`src/ffha_pkg.sv`:
```
// ----------------------------------------------------------------------------
// ffha_pkg
// Shared types, constants and datapath commands of the first-fit heap
// allocator.
// ----------------------------------------------------------------------------
`default_nettype none

package ffha_pkg;

	localparam int MAX_GRANULES = 1024;
	localparam int ADDR_W       = $clog2(MAX_GRANULES);
	localparam int CNT_W        = ADDR_W + 1;
	localparam int CFG_W        = 11;
	localparam int REQ_W        = 15;
	localparam int GRAN_SHIFT   = 5;
	localparam int NEED_W       = REQ_W - GRAN_SHIFT + 1;
	localparam int MAXB_W       = 15;
	localparam int ARENA_RESET  = 625;

	localparam logic [1:0] ST_GRANTED = 2'd0;
	localparam logic [1:0] ST_NOFIT   = 2'd1;
	localparam logic [1:0] ST_FREED   = 2'd2;
	localparam logic [1:0] ST_REPORT  = 2'd3;

	typedef struct packed {
		logic              valid;
		logic              free;
		logic [ADDR_W-1:0] size;
		logic [ADDR_W-1:0] prev;
	} hdr_t;

	typedef enum logic [3:0] {
		OP_IDLE  = 4'd0,
		OP_LOAD  = 4'd1,
		OP_WRD   = 4'd2,
		OP_WCHK  = 4'd3,
		OP_SP1   = 4'd4,
		OP_SP2   = 4'd5,
		OP_GW    = 4'd6,
		OP_FRD   = 4'd7,
		OP_FCHK  = 4'd8,
		OP_FPCHK = 4'd9,
		OP_FNRD  = 4'd10,
		OP_FNCHK = 4'd11,
		OP_FNNWR = 4'd12,
		OP_FFIN  = 4'd13,
		OP_FIN   = 4'd14,
		OP_SWEEP = 4'd15
	} op_t;

	typedef struct packed {
		logic g_end;
		logic hit;
		logic split;
		logic c_bad;
		logic blk_bad;
		logic c_zero;
		logic nx_lt_n;
		logic nx_free;
		logic nn_lt_n;
		logic rpt;
		logic slot_free;
		logic sweep_last;
	} sts_t;

endpackage

`default_nettype wire

```
`src/ffha_ctrl.sv`:
```
// ----------------------------------------------------------------------------
// ffha_ctrl
// Controller: sequences block walks, splits, merges and the clearing sweep.
// ----------------------------------------------------------------------------
`default_nettype none

module ffha_ctrl (
	input  wire logic           clk,
	input  wire logic           arst_n,
	input  wire logic           in_valid,
	output logic                in_stall,
	input  wire logic           func,
	input  wire logic           cfg_we,
	input  wire ffha_pkg::sts_t sts,
	output ffha_pkg::op_t       cmd
);

	typedef enum logic [14:0] {
		S_IDLE  = 15'b000000000000001,
		S_WRD   = 15'b000000000000010,
		S_WCHK  = 15'b000000000000100,
		S_SP1   = 15'b000000000001000,
		S_SP2   = 15'b000000000010000,
		S_GW    = 15'b000000000100000,
		S_FRD   = 15'b000000001000000,
		S_FCHK  = 15'b000000010000000,
		S_FPCHK = 15'b000000100000000,
		S_FNRD  = 15'b000001000000000,
		S_FNCHK = 15'b000010000000000,
		S_FNNWR = 15'b000100000000000,
		S_FFIN  = 15'b001000000000000,
		S_FIN   = 15'b010000000000000,
		S_SWEEP = 15'b100000000000000
	} state_t;

	state_t state_q, state_nxt;
	logic   accept;

	assign in_stall = (state_q != S_IDLE) || cfg_we;
	assign accept   = in_valid && !in_stall;

	always_comb begin
		state_nxt = state_q;
		cmd       = ffha_pkg::OP_IDLE;
		case (state_q)
			S_IDLE: begin
				if (accept) begin
					cmd       = ffha_pkg::OP_LOAD;
					state_nxt = func ? S_FRD : S_WRD;
				end
			end
			S_WRD: begin
				cmd       = ffha_pkg::OP_WRD;
				state_nxt = sts.g_end ? S_FIN : S_WCHK;
			end
			S_WCHK: begin
				cmd = ffha_pkg::OP_WCHK;
				if (!sts.rpt && sts.hit) begin
					state_nxt = sts.split ? S_SP1 : S_GW;
				end else begin
					state_nxt = S_WRD;
				end
			end
			S_SP1: begin
				cmd       = ffha_pkg::OP_SP1;
				state_nxt = S_SP2;
			end
			S_SP2: begin
				cmd       = ffha_pkg::OP_SP2;
				state_nxt = S_GW;
			end
			S_GW: begin
				cmd       = ffha_pkg::OP_GW;
				state_nxt = S_FIN;
			end
			S_FRD: begin
				cmd       = ffha_pkg::OP_FRD;
				state_nxt = sts.c_bad ? S_FIN : S_FCHK;
			end
			S_FCHK: begin
				cmd = ffha_pkg::OP_FCHK;
				if (sts.blk_bad) begin
					state_nxt = S_FIN;
				end else begin
					state_nxt = sts.c_zero ? S_FNRD : S_FPCHK;
				end
			end
			S_FPCHK: begin
				cmd       = ffha_pkg::OP_FPCHK;
				state_nxt = S_FNRD;
			end
			S_FNRD: begin
				cmd       = ffha_pkg::OP_FNRD;
				state_nxt = sts.nx_lt_n ? S_FNCHK : S_FFIN;
			end
			S_FNCHK: begin
				cmd       = ffha_pkg::OP_FNCHK;
				state_nxt = (sts.nx_free && sts.nn_lt_n) ? S_FNNWR : S_FFIN;
			end
			S_FNNWR: begin
				cmd       = ffha_pkg::OP_FNNWR;
				state_nxt = S_FFIN;
			end
			S_FFIN: begin
				cmd       = ffha_pkg::OP_FFIN;
				state_nxt = S_FIN;
			end
			S_FIN: begin
				cmd = ffha_pkg::OP_FIN;
				if (sts.slot_free) begin
					state_nxt = sts.rpt ? S_SWEEP : S_IDLE;
				end
			end
			S_SWEEP: begin
				cmd = ffha_pkg::OP_SWEEP;
				if (sts.sweep_last) begin
					state_nxt = S_IDLE;
				end
			end
			default: begin
				state_nxt = S_SWEEP;
			end
		endcase
		// a register write rebuilds the arena
		if (cfg_we) begin
			state_nxt = S_SWEEP;
		end
	end

	always_ff @(posedge clk or negedge arst_n) begin
		if (!arst_n) begin
			state_q <= S_SWEEP;
		end else begin
			state_q <= state_nxt;
		end
	end

endmodule

`default_nettype wire

```
`config.mk`:
```
export PLATFORM = sky130hd
export DESIGN_NAME = ffha_ctrl
export DESIGN_NICKNAME = d
export VERILOG_FILES = /design/src/ffha_pkg.sv /design/src/ffha_ctrl.sv
export SDC_FILE = /design/constraint.sdc
export NUM_CORES = 1
export LEC_CHECK = 0
export ABC_AREA = 0
export BUFFER_PORTS_ARGS = -buffer_cell sky130_fd_sc_hd__buf_2
export CAP_MARGIN = 5
export CORE_MARGIN = 2
export CORE_UTILIZATION = 45
export DETAILED_ROUTE_END_ITERATION = 10
export GPL_TIMING_DRIVEN = 0
export PLACE_DENSITY_LB_ADDON = 0.25
export SLEW_MARGIN = 20
export SYNTH_ARGS = -nofsm -noshare
export SYNTH_HDL_FRONTEND = slang
export SYNTH_SLANG_ARGS = --single-unit
```
`constraint.sdc`:
```
create_clock -name clk -period 5.4 [get_ports clk]
set_clock_uncertainty 0.15 [all_clocks]
set_input_delay 1.08 -clock clk [delete_from_list [all_inputs] [get_ports clk]]
set_output_delay 1.08 -clock clk [all_outputs]
set_load 0.02 [all_outputs]
```
==> impl_metrics.ini, run 1 <==
[run_status]
outcome = finished clean

[timing]
holdWs_ns = 0.5161
slew_viol_final = 0
rsz0062_at_grt = false
fin_crit_sh_pct = 66.03
hold_viol_final = 0
finalSetupTns_ns = 0
fmaxAchievable_ghz = 0.2805
fin_crit_ns = 3.566
worst_pin_slew_ns = 0.6148
setup_violations = 0
slew_headroom_pct = 58.43

[yosys]
async_flop_share_pct = 100.0
synth-main-ff-cell = dfrtp_1
yosysWarnings = 0
netlist_instances = 144
synth.net_count = 161
netlist_area_mm2 = 0.001277
yosysSeqAreaShare_pct = 29.48
yosysUniqueCellTypes = 50
ys_ff_latch = 15
synth_edf_count = 0
syn_area_per_cell_um2 = 8.871

[critical_path]
crit_required_ns = 4.17
crit_fanout = 10
crit_slowest_cell = dfstp_2
crit_path_start_kind = flop
path_buf_inv = 2
rrSetupSlack_ns = 2.67
worstSetupPathType = reg -> out
critPathCaptureType = output port
crit_path_cell_trace = clkbuf_1 -> nor3_2 -> and3_1 -> nand2_1 -> o21ai_0 -> a31oi_1 -> nand4b_1 -> buf_2
critical_path_arrival_ns = 2.34
cpPeakStageDelay_ns = 0.52
critical-path-top-delay-family = simple AND/OR/NAND/NOR gates

[floorplan]
io_pins = 22
rows = 19
die_h_um = 57.28
die_area_mm2 = 0.003281
die_w_um = 57.28
start_util_pct = 46.73
fp.coreArea_mm2 = 0.002734

[final_layout]
layout.nets = 187
layout-drive-gt1-share_pct = 26.63
multi_input_area_um2 = 837.1
fillers = 279
regArea_um2 = 376.6
largest_register_ffs = 15
post-route-cell-area_mm2 = 0.001449
reg_top3 = state_q x15
finalNonFillerCells = 200
antenna_cells = 0
area_growth_pct = 13.42
top_register = state_q

[clocking]
clk_pin_slew_ns = 0.10
cts-resized-gates = 0
cts_tree = done
clk_latency_ns = 0.30
cts.path.max_buffers = 2
postCtsSetupRepairBufs = 0
cts_root_buf = clkbuf_4
holdBufCountCts = 0
htreeDepth = 1
cts_buffers = 3
cts_num_sinks = 15

[min_path]
hold_path_class = in -> async

[placed_design]
io_buffers = 21
place_area_mm2 = 0.001421
dp_cells = 196
gp_congestion = 0.9640
dp_hpwl_um = 2486

[global_routing]
grt_pass1_vias = 1152
grt_max_degree = 16
grt_usage_pct = 21.76
gr-total-overflow = 0
antenna_found_initial = 0
grt_pass1_wl_um = 5485

[power_and_ir_drop]
p_leak_nw = 0.5799
p_per_area_mw_per_mm2 = 193.6
vdd_drop_max_v = 0.0001111
total_power_w = 0.0002806

[detailed_routing]
routed_via_density = 6.070
ant_nets = 0
drt_first_pass_iters = 5
drc = 0
drtIter0Drc = 74
wl_per_cell_um = 16.42
vias = 1214
routed_wl_um = 3284

[run]
drv_cap = 0
==> layer usage <==
metal | GRT usage [%] | up-vias | wire (um)
li1 | - | 591 | -
met1 | 30.64 | 579 | 1507
met2 | 33.17 | 39 | 1566
met3 | 2.268 | 5 | 154
met4 | 10.96 | 0 | 56
met5 | 0 | - | 0
==> power by group <==
part | switching, W | total [W] | leakage, nW | internal [W]
Combinational | 0.0000584 | 0.0000948 | 0.357 | 0.0000364
Sequential | 0.00000171 | 0.000117 | 0.206 | 0.000115
Clock | 0.0000412 | 0.0000688 | 0.0177 | 0.0000276
Total | 0.000101 | 0.000281 | 0.580 | 0.000179
==> cells in the mapped netlist (all sizes together), types with 3 or more instances <==
| master | n | area, um^2 |
|---|---|---|
| inv | 4 | 15.01 |
| nand2b | 5 | 31.28 |
| a21oi | 6 | 30.03 |
| and2 | 3 | 18.77 |
| nor3 | 8 | 55.05 |
| nor3b | 4 | 35.03 |
| nand2 | 14 | 52.55 |
| nor2b | 3 | 18.77 |
| nor2 | 17 | 63.81 |
| dfrtp | 14 | 350.3 |
| nand4b | 3 | 26.28 |
| clkbuf | 4 | 16.26 |
| nor4b | 7 | 61.31 |
| nor4 | 6 | 103.9 |
| buf | 4 | 32.53 |
| nand3 | 7 | 35.03 |
==> through the flow <==
stage	utilization (%)	setup WS, ns
floorplan	-	2.476
global placement	51.99	2.208
detailed placement	51.99	2.188
CTS	53.00	1.843
global route	53.00	1.586
finish	53.00	1.834
==> final cells by class <==
cell class,instances,area share (%)
plain buffers,8,3.368
clock buffers,3,1.554
clock inverters,1,0.3454
inverters,4,1.036
multi-input cells,117,57.77
flip-flops and latches,15,25.99
well taps,31,2.677
repair buffers,21,7.254
==> cells by family after synthesis <==
group / count (synthesis) / synth area share, %
AND/OR/NAND/NOR: 87 / 45.45
multiplexers: 2 / 1.665
buffers and inverters: 12 / 4.994
XOR/XNOR: 2 / 1.371
AO/OA/AOI/OAI: 26 / 17.04
flip-flops: 15 / 29.48
==> cells in the final DEF, fill, tap and decap left out, types with 2 or more instances in the layout <==
master,n
and3_1,2
nor4_4,4
nor3_1,5
nor2b_1,3
inv_1,4
dfrtp_1,14
clkbuf_4,3
a21oi_1,6
nand4b_1,3
nor2_1,17
a32oi_1,2
and2_1,3
buf_2,23
buf_6,2
xor2_1,2
nor4b_1,7
o22ai_1,2
nand4_1,2
nand2_1,14
clkbuf_1,3
nor3_2,3
nor3b_1,3
o21ai_0,2
nand3_1,7
o2111ai_1,2
nand2b_1,5
==> worst paths after layout <==
| path | startpoint | endpoint | depth (start not counted) |
|---|---|---|---|
| hold reg to reg | state_q[8] | state_q[12] | 1 |
| min in group clk | state_q[8] | state_q[12] | 1 |
| setup reg to reg | state_q[14] | state_q[1] | 8 |
| setup / recovery | state_q[14] | cmd[1] | 8 |
| max in group asynchronous | arst_n | state_q[14] | 1 |
| hold / removal | arst_n | state_q[4] | 1 |
==> worst reg2reg max path, cell delays in order, from the launching register on <==
cell	delay (ns)
dfstp_2	0.52
clkbuf_1	0.38
xor2_1	0.12
a211oi_1	0.47
o32ai_4	0.16
nor4b_1	0.42
or2_1	0.18
buf_6	0.16
nor2_1	0.07
Power figures use the tool's default switching activity.
==> inputs of run 2 (changes only) <==
Settings changed: ABC_AREA 0 to 1.
Clock period 5.4 ns to 3.41 ns, I/O delays scaled along.
==> run 2 against run 1 <==
  * First-iteration DRC count decreased by 36%
  * Worst setup slack worse by 1.3 ns
  * Synthesized cell count rose by 20%
  * Sequential cell count stayed put
  * Power increased to 2.5 times the previous value
  * Die area down 6.9%
  * Design area decreased by 7.0%
==> impl_metrics.ini, run 2 <==
[power_and_ir_drop]
clkPwrFrac_pct = 15.5
p_per_area_mw_per_mm2 = 524.4
power.internal_w = 0.0003726
pwr-share-comb_pct = 55.1
vdd_drop_max_v = 0.0004381
total_power_w = 0.0007066
p_sw_w = 0.0003341
seqPwrFrac_pct = 29.3
swShare_pct = 47.28
p_leak_nw = 0.7202

[final_layout]
layout-drive-gt1-share_pct = 23.86
post-route-cell-area_mm2 = 0.001348
layout_common_cells = nand2_1 (40), nor2_1 (32), inv_1 (23), buf_2 (20), nand3_1 (16)
fillers = 268
final_common_cell = nand2_1
layout.nets = 215
reg_top3 = state_q x15
antenna_cells = 0
area_growth_pct = 13.97
top_register = state_q
largest_register_ffs = 15
finalNonFillerCells = 227

[yosys]
syn_area_per_cell_um2 = 6.835
muxShareOfSynthArea_pct = 0
synth_compound_area_share_pct = 7.937
ys_ff_latch = 15
yosysSeqAreaShare_pct = 31.85
yosysWarnings = 0
synth_most_common_cell = nand2_1
netlist_instances = 173
synth_top_family_by_area = simple AND/OR/NAND/NOR gates
netlist_area_mm2 = 0.001182
synth.net_count = 190
yosysTopAreaCell = dfrtp_1
synth-simple-area-share_pct = 49.42
synth_edf_count = 0
synth_area_leaders = dfrtp_1 (30%), nand2_1 (13%), nor2_1 (10%)
synth_top_area_share_pct = 29.63
synthTopCellsByCount = nand2_1 (40), nor2_1 (32), inv_1 (23), nand3_1 (16), dfrtp_1 (14)
synth-main-ff-cell = dfrtp_1
synth_xor_area_share_pct = 0
async_flop_share_pct = 100.0
synthAdderAreaFrac_pct = 0
yosysUniqueCellTypes = 28

[detailed_routing]
ant_nets = 0
routed_via_density = 5.040
wl_per_cell_um = 11.93
drt_first_pass_iters = 4
drtIter0Drc = 47
vias = 1144
drc = 0
routed_wl_um = 2707

[timing]
fin_crit_sh_pct = 82.87
fin_crit_ns = 2.826
slew_headroom_pct = 75.95
setup_violations = 0
hold_viol_final = 0
finalSetupTns_ns = 0
fmaxAchievable_ghz = 0.3539
worst_pin_slew_ns = 0.3607
worst_slack_ns = 0.5842
rsz0062_at_grt = false
slew_viol_final = 0

[critical_path]
critical_path_arrival_ns = 1.99
crit_required_ns = 2.58
rrSetupSlack_ns = 1.42
cpPeakStageDelay_ns = 0.56
cp_common_cell = nand2_1
startpoint = state_q[14]
r2r_cells = 10
rr_startpoint = state_q[14]
timing.rr.end = state_q[7]
crit_path_start_kind = flop
crit_path_cell_trace = inv_1 -> nand3_1 -> nor2_4 -> buf_6 -> nand2_1 -> nand2_1 -> nor3_1 -> nand4_1 -> buf_2
critPathCaptureType = output port
crit_slowest_cell = dfstp_2
crit_fanout = 10
worstSetupPathType = reg -> out
cp-endpoint = cmd[1]

[global_routing]
grt_pass1_wl_um = 4685
antenna_found_initial = 0
gr-total-overflow = 0
busiest_layer = met2
grt_max_degree = 16
grt_usage_pct = 18.94
gr-usage-met3_pct = 3.044
use_met2_pct = 34.35
grt_pass1_vias = 1140
met1_usage_pct = 23.09

[floorplan]
die_area_mm2 = 0.003054
io_pins = 22
die_h_um = 55.26
rows = 18
start_util_pct = 47.73
die_w_um = 55.26
fp.coreArea_mm2 = 0.002477

[clocking]
htreeDepth = 1
cts_num_sinks = 15
holdBufCountCts = 0
cts.path.max_buffers = 2
cts_root_buf = clkbuf_4
cts-resized-gates = 0
cts_buffers = 3
clk_pin_slew_ns = 0.11
clk_latency_ns = 0.29
cts_tree = done
postCtsSetupRepairBufs = 0

[placed_design]
dp_hpwl_um = 2229
gp_congestion = 0.9083
dp_cells = 223
place_area_mm2 = 0.001320
dp_slack_ns = 0.9016
io_buffers = 20

[run]
drv_cap = 0

[min_path]
hold_path_class = in -> async

[run_status]
outcome = finished clean
[run 2: critical path, delay by kind of cell (launching register included)]
kind	cells	cell delay (ns)
buffers and inverters	3	0.39
flip-flops	1	0.56
AND/OR/NAND/NOR	6	0.75
[run 2: logic make-up after synthesis]
| kind of cell | after synthesis |
|---|---|
| AO/OA/AOI/OAI | 17 |
| AND/OR/NAND/NOR | 114 |
| flip-flops | 15 |
| buffers and inverters | 27 |
[run 2: power by group through the flow]
stage	Clock, W	Sequential (W)	Combinational (W)
after CTS	0.000112	0.000208	0.000389
after global routing	0.000118	0.000209	0.000432
after detailed placement	0	0.000211	0.000387
final	0.000110	0.000207	0.000390
after global placement	0	0.000210	0.000385
after floorplan	0	0.000208	0.000291
[run 2: final cells by class]
type	instances	area (um^2)	share of cell area (%)
inverters	24	91.34	6.778
clock buffers	3	22.52	1.671
well taps	30	37.54	2.786
clock inverters	1	5.005	0.3714
flip-flops and latches	15	376.6	27.95
repair buffers	20	100.1	7.428
plain buffers	3	36.28	2.693
multi-input cells	131	678.2	50.33
[run 2: metrics by stage]
| stage | utilization, % | hold slack (ns) |
|---|---|---|
| 2_1_floorplan | - | 0.2364 |
| 3_3_place_gp | 53.28 | 0.3211 |
| 3_5_place_dp | 53.28 | 0.3325 |
| 4_1_cts | 54.39 | 0.1490 |
| 5_1_grt | 54.39 | 0.1596 |
| 6_report | 54.39 | 0.1329 |
[run 2: worst min path at each step]
stage / startpoint / endpoint / slack [ns] / depth (start not counted)
2_1_floorplan: arst_n / state_q[0] / 0.24 / 0
3_3_place_gp: state_q[14] / state_q[14] / 0.32 / 2
3_5_place_dp: state_q[14] / state_q[14] / 0.33 / 2
4_1_cts: arst_n / state_q[13] / 0.15 / 1
5_1_grt: arst_n / state_q[13] / 0.16 / 1
6_report: arst_n / state_q[10] / 0.13 / 1
[run 2: routing by layer]
metal	part of all wire [%]	wire [um]	up-vias
met5	0	0	-
met1	45	1208	510
met4	0.63	17	0
met2	49	1333	35
met3	5.4	147	4
li1	-	-	595
==> inputs of run 3 (changes only) <==
Clock period 3.41 ns to 2.8 ns, I/O delays scaled along.
==> run 3 against run 2 <==
  * Worst setup slack worse by 0.45 ns
  * Die area stayed put
  * Via count is 0.79% lower
  * Combinational power is 22% higher
  * Clock-buffer cell count stayed put
  * Critical endpoint is now cmd[0]
==> impl_metrics.ini, run 3 (synthesis gave the netlist of run 2 again) <==
[clocking]
clk_pin_slew_ns = 0.11
clk_latency_ns = 0.29
htreeDepth = 1
cts_num_sinks = 15
cts_buffers = 3
cts_root_buf = clkbuf_4
holdBufCountCts = 0
cts_tree = done
cts.path.max_buffers = 2

[critical_path]
crit_fanout = 5
r2r_cells = 9
critPathCaptureType = output port
crit_path_start_kind = flop
rrSetupSlack_ns = 0.91
critical_path_arrival_ns = 1.96
timing.rr.end = state_q[7]
worstSetupPathType = reg -> out
rr_startpoint = state_q[14]
crit_required_ns = 2.09

[final_layout]
reg_top3 = state_q x15
antenna_cells = 0
layout.nets = 215
layout-drive-gt1-share_pct = 24.37
final_common_cell = nand2_1
utilization_pct = 54.60
layout_common_cells = nand2_1 (40), nor2_1 (32), inv_1 (23), buf_2 (20), nand3_1 (15)
area_growth_pct = 14.39
largest_register_ffs = 15
top_register = state_q

[detailed_routing]
ant_nets = 0
wl_per_cell_um = 11.88
drt_first_pass_iters = 4
vias = 1135
drtIter0Drc = 48
drc = 0
routed_via_density = 5.000
routed_wl_um = 2697

[timing]
rsz0062_at_grt = false
finalSetupTns_ns = 0
fmaxAchievable_ghz = 0.3750
fin_crit_ns = 2.666
hold_viol_final = 0
slew_headroom_pct = 76.02
setup_violations = 0
slew_viol_final = 0
holdWs_ns = 0.01018
fin_crit_sh_pct = 95.23
worst_pin_slew_ns = 0.3598

[power_and_ir_drop]
p_leak_nw = 0.7227
vdd_drop_max_v = 0.0005312
p_per_area_mw_per_mm2 = 636.9

[min_path]
hold_path_class = in -> async

[global_routing]
antenna_found_initial = 0
grt_usage_pct = 18.94
grt_pass1_vias = 1140
grt_max_degree = 16
grt_pass1_wl_um = 4685
gr-total-overflow = 0

[floorplan]
start_util_pct = 47.73
die_h_um = 55.26
io_pins = 22
rows = 18
fp.coreArea_mm2 = 0.002477
die_w_um = 55.26
die_area_mm2 = 0.003054

[run_status]
outcome = finished clean

[placed_design]
gp_congestion = 0.9083
dp_hpwl_um = 2229
io_buffers = 20

[run]
drv_cap = 0
==> run 3: cell counts in the layout (fill, tap and decap cells not counted) <==
No cell type changed its count.
==> run 3: through the flow <==
| stage | power, W | cells | instance area [um^2] | setup slack [ns] |
|---|---|---|---|---|
| 2_1_floorplan | 0.0006082 | 173 | 1182 | 0.4984 |
| 3_3_place_gp | 0.0007241 | 223 | 1320 | 0.4562 |
| 3_5_place_dp | 0.0007292 | 223 | 1320 | 0.4136 |
| 4_1_cts | 0.0008624 | 227 | 1348 | 0.08178 |
| 5_1_grt | 0.0009293 | 227 | 1353 | 0.03133 |
| 6_report | 0.0008615 | 227 | 1353 | 0.1336 |
==> run 3: layer usage <==
layer | global-route usage [%] | routed length [um]
met5 | 0 | 0
met4 | 4.878 | 17
met3 | 3.044 | 132
met2 | 34.35 | 1338
met1 | 23.09 | 1209
==> run 3: layout make-up <==
cell class | count | area, um^2
flip-flops and latches | 15 | 376.6
clock buffers | 3 | 22.52
fillers | 267 | 1125
plain buffers | 3 | 36.28
well taps | 30 | 37.54
repair buffers | 20 | 100.1
clock inverters | 1 | 5.005
inverters | 24 | 91.34
multi-input cells | 131 | 683.2
==> run 3: what timing repair did <==
item | in CTS | in global routing
resized for setup | 0 | 1
setup buffers | 0 | 0
endpoints found under the setup margin | 0 | 3
==> run 3: where the power goes <==
part	switching [W]	total, W	internal, W
Clock	0.0000809	0.000134	0.0000531
Combinational	0.000310	0.000475	0.000165
Sequential	0.0000151	0.000252	0.000237
Total	0.000406	0.000862	0.000456
==> run 3: how the worst max path moves through the flow <==
stage	slack, ns	depth (start not counted)	endpoint	from
final	0.13	8	cmd[0]	state_q[8]
after global routing	0.03	8	cmd[0]	state_q[8]
after CTS	0.08	9	cmd[1]	state_q[14]
after detailed placement	0.41	9	cmd[1]	state_q[14]
after global placement	0.46	9	cmd[1]	state_q[14]
after floorplan	0.50	7	cmd[0]	state_q[8]
==> run 3: worst max-delay path: stages (launching register included) <==
cell       delay, ns
dfrtp_1         0.42
nor2_2          0.21
nand2_4         0.12
nor2_4          0.17
nand2_1         0.11
nor2_1          0.13
inv_1           0.07
o2111ai_1       0.22
buf_2           0.21
